==> src/hdl/ltc_pkg.sv <==
// shared types, constants and keyword tables for the lexical token classifier
package ltc_pkg;

  localparam int NUMBER_BITS     = 32;
  localparam int LINE_COUNT_BITS = 16;
  localparam int KW_COUNT        = 11;
  localparam int KW_CHARS        = 7;
  localparam int FIFO_DEPTH      = 4;
  localparam int FIFO_AW         = $clog2(FIFO_DEPTH);
  localparam int FIFO_CW         = $clog2(FIFO_DEPTH + 1);

  localparam logic [3:0] KW_INT    = 4'd4;
  localparam logic [3:0] KW_DOUBLE = 4'd7;
  localparam logic [3:0] NO_KW     = 4'd11;

  localparam logic [KW_COUNT-1:0]        ALL_CAND  = '1;
  localparam logic [NUMBER_BITS-1:0]     NUM_MAX   = '1;
  localparam logic [LINE_COUNT_BITS-1:0] LINE_MAX  = '1;
  localparam logic [7:0]                 LEN_MAX   = 8'hFF;

  // keyword text, left aligned and zero padded to KW_CHARS bytes
  localparam logic [8*KW_CHARS-1:0] KW_TEXT [KW_COUNT] = '{
    {"main",   24'h0}, {"for",    32'h0}, {"while",  16'h0}, {"do",     40'h0},
    {"int",    32'h0}, {"float",  16'h0}, {"char",   24'h0}, {"double",  8'h0},
    {"static",  8'h0}, {"switch",  8'h0}, {"case",   24'h0}
  };

  localparam logic [7:0] KW_LEN [KW_COUNT] = '{
    8'd4, 8'd3, 8'd5, 8'd2, 8'd3, 8'd5, 8'd4, 8'd6, 8'd6, 8'd6, 8'd4
  };

  typedef enum logic [1:0] {
    MODE_IDLE,
    MODE_NUM,
    MODE_IDENT
  } scan_mode_t;

  typedef enum logic [2:0] {
    TK_NUMBER,
    TK_KEYWORD,
    TK_IDENT,
    TK_ARITH,
    TK_LOGIC,
    TK_SPECIAL,
    TK_END
  } tok_kind_t;

  typedef struct packed {
    logic [7:0] data_byte;
    logic       end_of_input;
  } item_t;

  typedef struct packed {
    tok_kind_t                  token_kind;
    logic [NUMBER_BITS-1:0]     number_value;
    logic [3:0]                 keyword_index;
    logic                       is_datatype;
    logic [7:0]                 ident_length;
    logic [7:0]                 special_char;
    logic [LINE_COUNT_BITS-1:0] line_count;
    logic                       last;
  } result_t;

  typedef struct packed {
    logic [1:0] npush;
    result_t    res0;
    result_t    res1;
  } push_t;

  typedef struct packed {
    scan_mode_t                 mode;
    logic [LINE_COUNT_BITS-1:0] line;
  } scan_stat_t;

  typedef struct packed {
    logic               room;
    logic [FIFO_CW-1:0] count;
  } fifo_stat_t;

  // character of keyword idx at position pos, zero past the text
  function automatic logic [7:0] kw_char(input int idx, input logic [2:0] pos);
    logic [7:0] c;
    c = 8'h00;
    if (int'(pos) < KW_CHARS) begin
      c = KW_TEXT[idx][(KW_CHARS - 1 - int'(pos)) * 8 +: 8];
    end
    return c;
  endfunction

endpackage

==> src/hdl/ltc_chan_if.sv <==
// valid/ready channel interfaces for source bytes and tokens
interface ltc_in_if import ltc_pkg::*; ();
  logic       valid;
  logic       ready;
  logic [7:0] data_byte;
  logic       end_of_input;

  modport source (output valid, output data_byte, output end_of_input, input ready);
  modport sink   (input valid, input data_byte, input end_of_input, output ready);
endinterface

interface ltc_out_if import ltc_pkg::*; ();
  logic                       valid;
  logic                       ready;
  tok_kind_t                  token_kind;
  logic [NUMBER_BITS-1:0]     number_value;
  logic [3:0]                 keyword_index;
  logic                       is_datatype;
  logic [7:0]                 ident_length;
  logic [7:0]                 special_char;
  logic [LINE_COUNT_BITS-1:0] line_count;
  logic                       last;

  modport source (output valid, output token_kind, output number_value,
                  output keyword_index, output is_datatype, output ident_length,
                  output special_char, output line_count, output last, input ready);
  modport sink   (input valid, input token_kind, input number_value,
                  input keyword_index, input is_datatype, input ident_length,
                  input special_char, input line_count, input last, output ready);
endinterface

==> src/hdl/ltc_scan.sv <==
// scanner state and per-byte classification, up to two tokens per byte
module ltc_scan import ltc_pkg::*; (
  input  logic       clk,
  input  logic       rst_n,
  input  logic       go,
  input  item_t      item,
  output push_t      push,
  output scan_stat_t stat
);

  scan_mode_t                 mode_r, mode_nxt;
  logic [NUMBER_BITS-1:0]     acc_r, acc_nxt;
  logic [KW_COUNT-1:0]        cand_r, cand_nxt;
  logic [7:0]                 len_r, len_nxt;
  logic [LINE_COUNT_BITS-1:0] line_r, line_nxt;

  logic [7:0] b;
  logic       eoi, dig, alph, idc, ws, nl;
  logic       cont_num, cont_id, has_flush, has_second;
  logic [NUMBER_BITS+3:0] acc_wide;
  logic [NUMBER_BITS-1:0] acc_base, acc_calc;
  logic [7:0]             len_base, len_calc;
  logic [KW_COUNT-1:0]    cand_base, cand_calc;
  logic [3:0]             hit;
  result_t                flush_res, second_res;

  assign b    = item.data_byte;
  assign eoi  = item.end_of_input;
  assign dig  = (b >= "0") && (b <= "9");
  assign alph = ((b >= "a") && (b <= "z")) || ((b >= "A") && (b <= "Z"));
  assign idc  = alph || dig || (b == "_") || (b == "$");
  assign ws   = (b == " ") || (b == 8'h09);
  assign nl   = (b == 8'h0A);

  assign cont_num  = !eoi && (mode_r == MODE_NUM) && dig;
  assign cont_id   = !eoi && (mode_r == MODE_IDENT) && idc;
  assign has_flush = (mode_r != MODE_IDLE) && !cont_num && !cont_id;
  assign has_second = eoi || (!cont_num && !cont_id && !dig && !alph && !ws && !nl);

  // next scan mode
  always_comb begin
    mode_nxt = mode_r;
    if (go) begin
      if (eoi) begin
        mode_nxt = MODE_IDLE;
      end else if (cont_num || cont_id) begin
        mode_nxt = mode_r;
      end else if (dig) begin
        mode_nxt = MODE_NUM;
      end else if (alph) begin
        mode_nxt = MODE_IDENT;
      end else begin
        mode_nxt = MODE_IDLE;
      end
    end
  end

  // digit accumulation: acc*10 + digit, saturating
  always_comb begin
    acc_base = cont_num ? acc_r : '0;
    acc_wide = {1'b0, acc_base, 3'b000} + {3'b000, acc_base, 1'b0}
             + (NUMBER_BITS+4)'(b[3:0]);
    acc_calc = (acc_wide[NUMBER_BITS+3:NUMBER_BITS] != 4'd0) ? NUM_MAX
             : acc_wide[NUMBER_BITS-1:0];
  end

  // keyword candidate narrowing, one character per byte
  always_comb begin
    len_base  = cont_id ? len_r : 8'd0;
    cand_base = cont_id ? cand_r : ALL_CAND;
    for (int i = 0; i < KW_COUNT; i++) begin
      cand_calc[i] = cand_base[i] && (len_base < KW_LEN[i])
                  && (kw_char(i, len_base[2:0]) == b);
    end
    len_calc = (len_base == LEN_MAX) ? LEN_MAX : len_base + 8'd1;
  end

  // first surviving keyword whose length matches
  always_comb begin
    hit = NO_KW;
    for (int i = KW_COUNT - 1; i >= 0; i--) begin
      if (cand_r[i] && (KW_LEN[i] == len_r)) begin
        hit = 4'(i);
      end
    end
  end

  // token outputs
  always_comb begin
    flush_res = '0;
    flush_res.keyword_index = NO_KW;
    flush_res.line_count    = line_r;
    flush_res.last          = !has_second;
    unique case (mode_r)
      MODE_NUM: begin
        flush_res.token_kind   = TK_NUMBER;
        flush_res.number_value = acc_r;
      end
      MODE_IDENT: begin
        flush_res.token_kind    = (hit != NO_KW) ? TK_KEYWORD : TK_IDENT;
        flush_res.keyword_index = hit;
        flush_res.is_datatype   = (hit >= KW_INT) && (hit <= KW_DOUBLE);
        flush_res.ident_length  = len_r;
      end
      default: begin
        flush_res.token_kind = TK_END;
      end
    endcase

    second_res = '0;
    second_res.keyword_index = NO_KW;
    second_res.line_count    = line_r;
    second_res.last          = 1'b1;
    if (eoi) begin
      second_res.token_kind = TK_END;
    end else begin
      second_res.special_char = b;
      case (b) inside
        "+", "-", "*", "/", "%": second_res.token_kind = TK_ARITH;
        "&", "|", "!":           second_res.token_kind = TK_LOGIC;
        default:                 second_res.token_kind = TK_SPECIAL;
      endcase
    end

    push.npush = go ? (2'(has_flush) + 2'(has_second)) : 2'd0;
    push.res0  = has_flush ? flush_res : second_res;
    push.res1  = second_res;
  end

  // token state and line count updates
  always_comb begin
    acc_nxt  = acc_r;
    cand_nxt = cand_r;
    len_nxt  = len_r;
    line_nxt = line_r;
    if (go) begin
      acc_nxt  = (mode_nxt == MODE_NUM) ? acc_calc : '0;
      cand_nxt = (mode_nxt == MODE_IDENT) ? cand_calc : ALL_CAND;
      len_nxt  = (mode_nxt == MODE_IDENT) ? len_calc : 8'd0;
      if (!eoi && nl && (line_r != LINE_MAX)) begin
        line_nxt = line_r + LINE_COUNT_BITS'(1);
      end
    end
  end

  always_ff @(posedge clk) begin
    if (!rst_n) begin
      mode_r <= MODE_IDLE;
      acc_r  <= '0;
      cand_r <= ALL_CAND;
      len_r  <= 8'd0;
      line_r <= '0;
    end else begin
      mode_r <= mode_nxt;
      acc_r  <= acc_nxt;
      cand_r <= cand_nxt;
      len_r  <= len_nxt;
      line_r <= line_nxt;
    end
  end

  assign stat.mode = mode_r;
  assign stat.line = line_r;

endmodule

==> src/hdl/ltc_res_fifo.sv <==
// token queue: takes up to two tokens per cycle, hands out one per cycle while out_ch is ready
module ltc_res_fifo import ltc_pkg::*; (
  input  logic             clk,
  input  logic             rst_n,
  input  push_t            push,
  output fifo_stat_t       stat,
  ltc_out_if.source        out_ch
);

  result_t            mem_r [FIFO_DEPTH];
  logic [FIFO_AW-1:0] wr_r, wr_nxt, rd_r, rd_nxt;
  logic [FIFO_CW-1:0] count_r, count_nxt;
  logic               pop;
  result_t            head;

  assign pop = out_ch.valid && out_ch.ready;

  always_comb begin
    wr_nxt    = wr_r + FIFO_AW'(push.npush);
    rd_nxt    = rd_r + FIFO_AW'(pop);
    count_nxt = count_r + FIFO_CW'(push.npush) - FIFO_CW'(pop);
  end

  always_ff @(posedge clk) begin
    if (push.npush != 2'd0) begin
      mem_r[wr_r] <= push.res0;
    end
    if (push.npush == 2'd2) begin
      mem_r[wr_r + FIFO_AW'(1)] <= push.res1;
    end
  end

  always_ff @(posedge clk) begin
    if (!rst_n) begin
      wr_r    <= '0;
      rd_r    <= '0;
      count_r <= '0;
    end else begin
      wr_r    <= wr_nxt;
      rd_r    <= rd_nxt;
      count_r <= count_nxt;
    end
  end

  // room for the worst case of two tokens from one byte
  assign stat.room  = (count_r <= FIFO_CW'(FIFO_DEPTH - 2));
  assign stat.count = count_r;

  assign head                 = mem_r[rd_r];
  assign out_ch.valid         = (count_r != '0);
  assign out_ch.token_kind    = head.token_kind;
  assign out_ch.number_value  = head.number_value;
  assign out_ch.keyword_index = head.keyword_index;
  assign out_ch.is_datatype   = head.is_datatype;
  assign out_ch.ident_length  = head.ident_length;
  assign out_ch.special_char  = head.special_char;
  assign out_ch.line_count    = head.line_count;
  assign out_ch.last          = head.last;

endmodule

==> src/hdl/c_lexical_token_classifier.sv <==
// top level of the streaming lexical token classifier
//
//   channel  dir  handshake      payload
//   in_ch    in   valid/ready    data_byte, end_of_input
//   out_ch   out  valid/ready    token_kind, number_value, keyword_index, is_datatype,
//                                ident_length, special_char, line_count, last
//
// with queue room, one byte per cycle: the input register holds a request while the
// scanner classifies it and writes its zero, one or two tokens into a four-entry queue
// tokens leave one per cycle while out_ch is ready, also in a burst of two-token bytes
// the input stalls only when the queue holds more than two tokens
// synchronous active-low reset empties both stages and returns the scanner to idle
module c_lexical_token_classifier import ltc_pkg::*; (
  input  logic      clk,
  input  logic      rst_n,
  ltc_in_if.sink    in_ch,
  ltc_out_if.source out_ch
);

  logic       in_valid_r, in_valid_nxt;
  item_t      item_r;
  logic       go, accept;
  push_t      push;
  scan_stat_t sstat;
  fifo_stat_t fstat;

  assign go          = in_valid_r && fstat.room;
  assign in_ch.ready = !in_valid_r || go;
  assign accept      = in_ch.valid && in_ch.ready;

  always_comb begin
    in_valid_nxt = in_valid_r;
    if (accept) begin
      in_valid_nxt = 1'b1;
    end else if (go) begin
      in_valid_nxt = 1'b0;
    end
  end

  always_ff @(posedge clk) begin
    if (!rst_n) begin
      in_valid_r <= 1'b0;
    end else begin
      in_valid_r <= in_valid_nxt;
    end
  end

  always_ff @(posedge clk) begin
    if (accept) begin
      item_r.data_byte    <= in_ch.data_byte;
      item_r.end_of_input <= in_ch.end_of_input;
    end
  end

  ltc_scan u_scan (
    .clk   (clk),
    .rst_n (rst_n),
    .go    (go),
    .item  (item_r),
    .push  (push),
    .stat  (sstat)
  );

  ltc_res_fifo u_fifo (
    .clk    (clk),
    .rst_n  (rst_n),
    .push   (push),
    .stat   (fstat),
    .out_ch (out_ch)
  );

`ifndef NO_ASSERTIONS
  a_queue_bound: assert property (@(posedge clk) disable iff (!rst_n)
    fstat.count <= FIFO_CW'(FIFO_DEPTH))
    else $error("token queue overfilled");

  a_end_to_idle: assert property (@(posedge clk) disable iff (!rst_n)
    go && item_r.end_of_input |=> sstat.mode == MODE_IDLE)
    else $error("scanner not idle after end of input");

  a_pair_last: assert property (@(posedge clk) disable iff (!rst_n)
    push.npush == 2'd2 |-> !push.res0.last && push.res1.last)
    else $error("last flag wrong on a token pair");

  a_line_grows: assert property (@(posedge clk) disable iff (!rst_n)
    $past(rst_n) |-> sstat.line >= $past(sstat.line))
    else $error("line count went backwards");
`endif

endmodule
==> src/flat_wrapper.sv <==
// flat-port wrapper written by rule: the top's interface ports become plain ports
module c_lexical_token_classifier_flat import ltc_pkg::*;
  (clk, rst_n, in_ch_valid, in_ch_data_byte, in_ch_end_of_input, in_ch_ready, out_ch_valid, out_ch_token_kind, out_ch_number_value, out_ch_keyword_index, out_ch_is_datatype, out_ch_ident_length, out_ch_special_char, out_ch_line_count, out_ch_last, out_ch_ready);
  ltc_in_if in_ch_i ();
  ltc_out_if out_ch_i ();
  input  logic clk;
  input  logic rst_n;
  input wire logic [$bits(in_ch_i.valid)-1:0] in_ch_valid;
  input wire logic [$bits(in_ch_i.data_byte)-1:0] in_ch_data_byte;
  input wire logic [$bits(in_ch_i.end_of_input)-1:0] in_ch_end_of_input;
  output wire logic [$bits(in_ch_i.ready)-1:0] in_ch_ready;
  output wire logic [$bits(out_ch_i.valid)-1:0] out_ch_valid;
  output wire logic [$bits(out_ch_i.token_kind)-1:0] out_ch_token_kind;
  output wire logic [$bits(out_ch_i.number_value)-1:0] out_ch_number_value;
  output wire logic [$bits(out_ch_i.keyword_index)-1:0] out_ch_keyword_index;
  output wire logic [$bits(out_ch_i.is_datatype)-1:0] out_ch_is_datatype;
  output wire logic [$bits(out_ch_i.ident_length)-1:0] out_ch_ident_length;
  output wire logic [$bits(out_ch_i.special_char)-1:0] out_ch_special_char;
  output wire logic [$bits(out_ch_i.line_count)-1:0] out_ch_line_count;
  output wire logic [$bits(out_ch_i.last)-1:0] out_ch_last;
  input wire logic [$bits(out_ch_i.ready)-1:0] out_ch_ready;
  assign in_ch_i.valid = in_ch_valid;
  assign in_ch_i.data_byte = in_ch_data_byte;
  assign in_ch_i.end_of_input = in_ch_end_of_input;
  assign in_ch_ready = in_ch_i.ready;
  assign out_ch_valid = out_ch_i.valid;
  assign out_ch_token_kind = out_ch_i.token_kind;
  assign out_ch_number_value = out_ch_i.number_value;
  assign out_ch_keyword_index = out_ch_i.keyword_index;
  assign out_ch_is_datatype = out_ch_i.is_datatype;
  assign out_ch_ident_length = out_ch_i.ident_length;
  assign out_ch_special_char = out_ch_i.special_char;
  assign out_ch_line_count = out_ch_i.line_count;
  assign out_ch_last = out_ch_i.last;
  assign out_ch_i.ready = out_ch_ready;
  c_lexical_token_classifier u_core (.clk(clk), .rst_n(rst_n), .in_ch(in_ch_i), .out_ch(out_ch_i));
endmodule
==> config.mk <==
export PLATFORM = sky130hd
export DESIGN_NAME = c_lexical_token_classifier_flat
export DESIGN_NICKNAME = d
export VERILOG_FILES = /design/src/hdl/ltc_pkg.sv /design/src/hdl/ltc_chan_if.sv /design/src/hdl/ltc_scan.sv /design/src/hdl/ltc_res_fifo.sv /design/src/hdl/c_lexical_token_classifier.sv /design/src/flat_wrapper.sv
export SDC_FILE = /design/constraint.sdc
export NUM_CORES = 1
export LEC_CHECK = 0
export BUFFER_PORTS_ARGS = -buffer_cell sky130_fd_sc_hd__buf_2
export CORE_MARGIN = 2
export CORE_UTILIZATION = 30
export CTS_BUF_LIST = sky130_fd_sc_hd__clkbuf_4 sky130_fd_sc_hd__clkbuf_8 sky130_fd_sc_hd__clkbuf_16
export DETAILED_ROUTE_END_ITERATION = 16
export GPL_TIMING_DRIVEN = 0
export PLACE_DENSITY = 0.53
export SETUP_SLACK_MARGIN = 0.3
export SYNTH_ARGS = -nofsm -noshare
export SYNTH_HDL_FRONTEND = slang
export SYNTH_SLANG_ARGS = --single-unit
==> constraint.sdc <==
create_clock -name clk -period 7 [get_ports clk]
set_input_delay 0 -clock clk [delete_from_list [all_inputs] [get_ports clk]]
set_output_delay 0 -clock clk [all_outputs]
set_load 0.1 [all_outputs]
==> impl_results.md <==
* Outcome: finished, final reports clean
* Switching Fraction at 0.3412
* CP Buf/Inv Count at 7
* Area of the mapped netlist at 0.01932 mm²
* Clock Path Buffers at 3
* CP Launch Type: flip-flop
* Reg2reg setup slack at 0.69 ns
* Layout Cells excl Fill at 2836
* Reg2Reg Capture Point: u_core.u_fifo.mem_r[1][11]$_DFFE_PP_
* Combinational power share at 0.240
* Worst Hold Depth at 2
* Via-per-instance ratio at 5.402
* Dpl cells at 2747
* Pint at 4019 µW
* Syn avg cell area at 10.73 µm²
* Final TNS setup at 0 ns
* PD cells at 271.7 mW/mm²
* YS warnings at 0
* Root buffer cell: clkbuf_16
* Worst-Margin Slew at 1.208 ns
* Row Count at 93
* Final Cycle Share at 0.9019
* Starting DRT DRC Count at 1257
* Vias in the first global route at 15270
* Final net count at 2042
* Final WL at 61610 µm
* H-Tree Depth at 2
* Lkg Pwr at 0.008432 µW
* Post-synth ARST share at 0
* Sink Count at 378
* Share of cells above drive strength 1 at 0.1575
* Register area share after synthesis at 0.4522
* Post-synth EDFFs at 117
* Max_slew headroom at 0.1948
* Flop pwr share at 0.391
* # setup viols final at 0
* Post-synth top cells: dfxtp_1 (261), a22o_1 (160), nor2_1 (133)
* Met2 Usage GRT at 0.3083
* Clock share of power at 0.369
* Max_cap viols at 0
* Top post-synthesis cells by area: dfxtp_1 (27%), edfxtp_1 (18%), mux4_2 (8.5%)
* Mux share of post-synthesis cell area at 0.08936
* Post-layout minimum cycle time at 6.313 ns
* Top Usage Layer GRT: met2
* Worst min-delay path category: in -> reg
* Final count of hold timing violations at 0
* Die area at 0.06645 mm²
* Cell with the most instances after synthesis: dfxtp_1
* Synth Area in Simple Gates at 0.1452
* DRC at 0
* Via count of the routed design at 15320
* DR WL/cell at 21.73 µm
* CORE AREA at 0.06412 mm²
* Global Route met1 Usage at 0.2489
* CP max FO at 24
* Primary FF master, synth: dfxtp_1
* Global-route wire length before repair at 94940 µm
* Critical path, cell by cell: or4b_1 -> o32ai_1 -> a2111o_1 -> and2_4 -> buf_6 -> clkbuf_1 -> nor2_1 -> ha_1 -> clkbuf_1 -> o21ai_0 -> or3b_2 -> and2_1 -> clkbuf_2 -> inv_1 -> clkbuf_2 -> buf_12
* Synth Area in Adders at 0.05297
* All-Layer GR Usage at 0.1835
* Largest net degree at the start of global routing at 30
* Final core occ at 0.3502
* Slowest stage delay, CP at 0.67 ns
* RSZ-0062 raised after global routing: false
* Required time of the critical path at 7.26 ns
* Total Power at 6101 µW
* Critical Path End Type: flip-flop
* Worst-path clk slew at 0.06 ns
* Post-DRT Antenna Nets at 0
* HPWL reported at the end of detailed placement at 43830 µm
* Unique masters post-synth at 91
* WHS Endpoint: u_core.item_r[4]$_DFFE_PP_
* CP arrival at 6.57 ns
* Num CTS Buffers at 43
* Fmax achieved at 0.1584 GHz
* Initial antenna violation count at 2
* Maximum vdd drop at 0.0001771 V
* Largest delay contributor family on the critical path: buffers and inverters
* Initial Util at 0.3014
* TritonCTS clock tree: yes
* Final Max Tran Viols at 0
* Port Buffer Count at 87
* Global route overflow at 0
* Worst clock skew at 0.02871 ns
* Post-synth top area cell: dfxtp_1
* CP max stage cell: or4b_1
* Top cell type's share of synthesized area at 0.2704
* Net count after synthesis at 1894
* Hold_sp: in_ch_data_byte[3]
* Sw power at 2082 µW
* Number of I/O pins at 88
* Worst-Skew Late Latency at 0.57 ns
* Cell count of the worst reg-to-reg path at 16
* GR Util met3 at 0.02395
* Compound-cell area share of the yosys netlist at 0.1894
* Antenna diode count at 0
* RR Startpoint: u_core.item_r[7]$_DFFE_PP_
* Post-Syn Instances at 1801
* Xor/xnor cell area share of the yosys netlist at 0.03354
* Routability cong. at 0.9074
* WS Path Type: reg -> reg
* Layout Area Growth over Synthesis at 16.19%
* Drt first pass iters at 5
* Fillers at 6426
* Largest family of logic cells by synthesized area: compound AO/OA/AOI/OAI gates
* #FFs+latches synth at 378
* Die height at 257.8 µm
* Die Width at 257.8 µm
metrics by stage:
stage	setup WS, ns	instance area (µm²)	hold WS, ns
after floorplan	1.712	19320	0.09887
after global placement	-1.080	20830	0.1791
after detailed placement	0.1847	20910	0.1801
after CTS	0.4141	22440	0.1088
after global routing	0.3045	22450	0.1282
final	0.6870	22450	0.1385
routing by layer:
| metal | wire length, µm | vias to the layer above |
|---|---|---|
| li1 | - | 7081 |
| met1 | 27760 | 7687 |
| met5 | 0 | - |
| met4 | 1332 | 0 |
| met2 | 29330 | 465 |
| met3 | 3185 | 86 |
cells by family after synthesis:
group / after synthesis
DFF: 378
and+or+nand+nor: 515
buffers and inverters: 157
xor gates and xnor gates: 74
AOI/OAI and AO/OA: 516
adders and majority gates: 80
muxes: 81
worst reg2reg max path: stages (launching register included):
cell and delay (ns):
edfxtp_1 0.54, or4b_1 0.67, o32ai_1 0.27, a2111o_1 0.55, and2_4 0.26, buf_6 0.16, clkbuf_1 0.53, nor2_1 0.16
ha_1 0.31, clkbuf_1 0.27, o21ai_0 0.22, or3b_2 0.61, and2_1 0.19, clkbuf_2 0.24, inv_1 0.35, clkbuf_2 0.44
buf_12 0.24
layout by cell type, fill, tap and decap left out, types with 14 or more instances in the layout:
cell type,netlist,final
ha_1,77,77
a22o_1,160,160
o22ai_1,18,18
xor2_1,18,18
dfxtp_1,261,261
and2_1,110,110
buf_2,3,90
nor2_1,133,133
inv_1,31,30
clkbuf_4,0,14
a21o_1,21,21
and3_1,16,16
buf_6,14,14
nand3_1,27,27
nand2_1,80,80
nand2b_1,20,20
a21oi_1,105,104
clkbuf_16,0,44
edfxtp_1,117,117
mux4_2,73,73
clkbuf_1,89,79
o21ai_0,82,82
nor2b_1,27,27
xnor2_1,56,56
nor3_1,29,29
power groups by stage:
stage          clock, µW  combinational (µW)  sequential (µW)
6_report            2250                1460             2390
5_1_grt             2390                1540             2390
4_1_cts             2300                1480             2380
3_5_place_dp           0                1470             2430
3_3_place_gp           0                1460             2430
2_1_floorplan          0                1140             2410
state kept, by name, summed over array words and instances (netlist names):
signal	flops
u_core.in_valid_r	1
u_core.item_r	9
u_core.u_fifo.count_r	3
u_core.u_fifo.mem_r	292
u_core.u_fifo.rd_r	2
u_core.u_fifo.wr_r	2
u_core.u_scan.acc_r	32
u_core.u_scan.cand_r	11
u_core.u_scan.len_r	8
u_core.u_scan.line_r	16
u_core.u_scan.mode_r	2
how the worst max path moves through the flow:
stage	from	end	slack [ns]	cells after the start
floorplan	u_core.item_r[2]$_DFFE_PP_	u_core.u_fifo.mem_r[1][10]$_DFFE_PP_	1.71	16
finish	u_core.item_r[7]$_DFFE_PP_	u_core.u_fifo.mem_r[1][11]$_DFFE_PP_	0.69	16
detailed placement	u_core.item_r[7]$_DFFE_PP_	u_core.u_scan.acc_r[1]$_SDFFE_PN0P_	0.18	17
global placement	u_core.item_r[7]$_DFFE_PP_	u_core.u_scan.acc_r[13]$_SDFFE_PN0P_	-1.08	16
CTS	u_core.item_r[7]$_DFFE_PP_	u_core.u_scan.acc_r[0]$_SDFFE_PN0P_	0.41	17
global route	u_core.item_r[6]$_DFFE_PP_	u_core.u_scan.acc_r[12]$_SDFFE_PN0P_	0.30	17
area by class of cell:
type | instances | area, µm² | share of cell area
clock buffer | 65 | 1303 | 0.05801
timing repair buffer | 103 | 630.6 | 0.02809
tap | 855 | 1070 | 0.04765
clock inverter | 12 | 96.34 | 0.004291
multi-input combinational | 1266 | 9881 | 0.4401
inverter | 36 | 145.1 | 0.006465
sequential | 378 | 8738 | 0.3892
buffer | 121 | 588.1 | 0.02619
what timing repair did:
item / 4_1_cts / 5_1_grt
setup buffers: 0 / 0
hold buffers: 12 / 0
endpoints found under the setup margin: 30 / 122
endpoints found under the hold margin: 12 / 0
gates resized for setup: 3 / 12
Note: power is estimated with default switching activity, not from simulation.
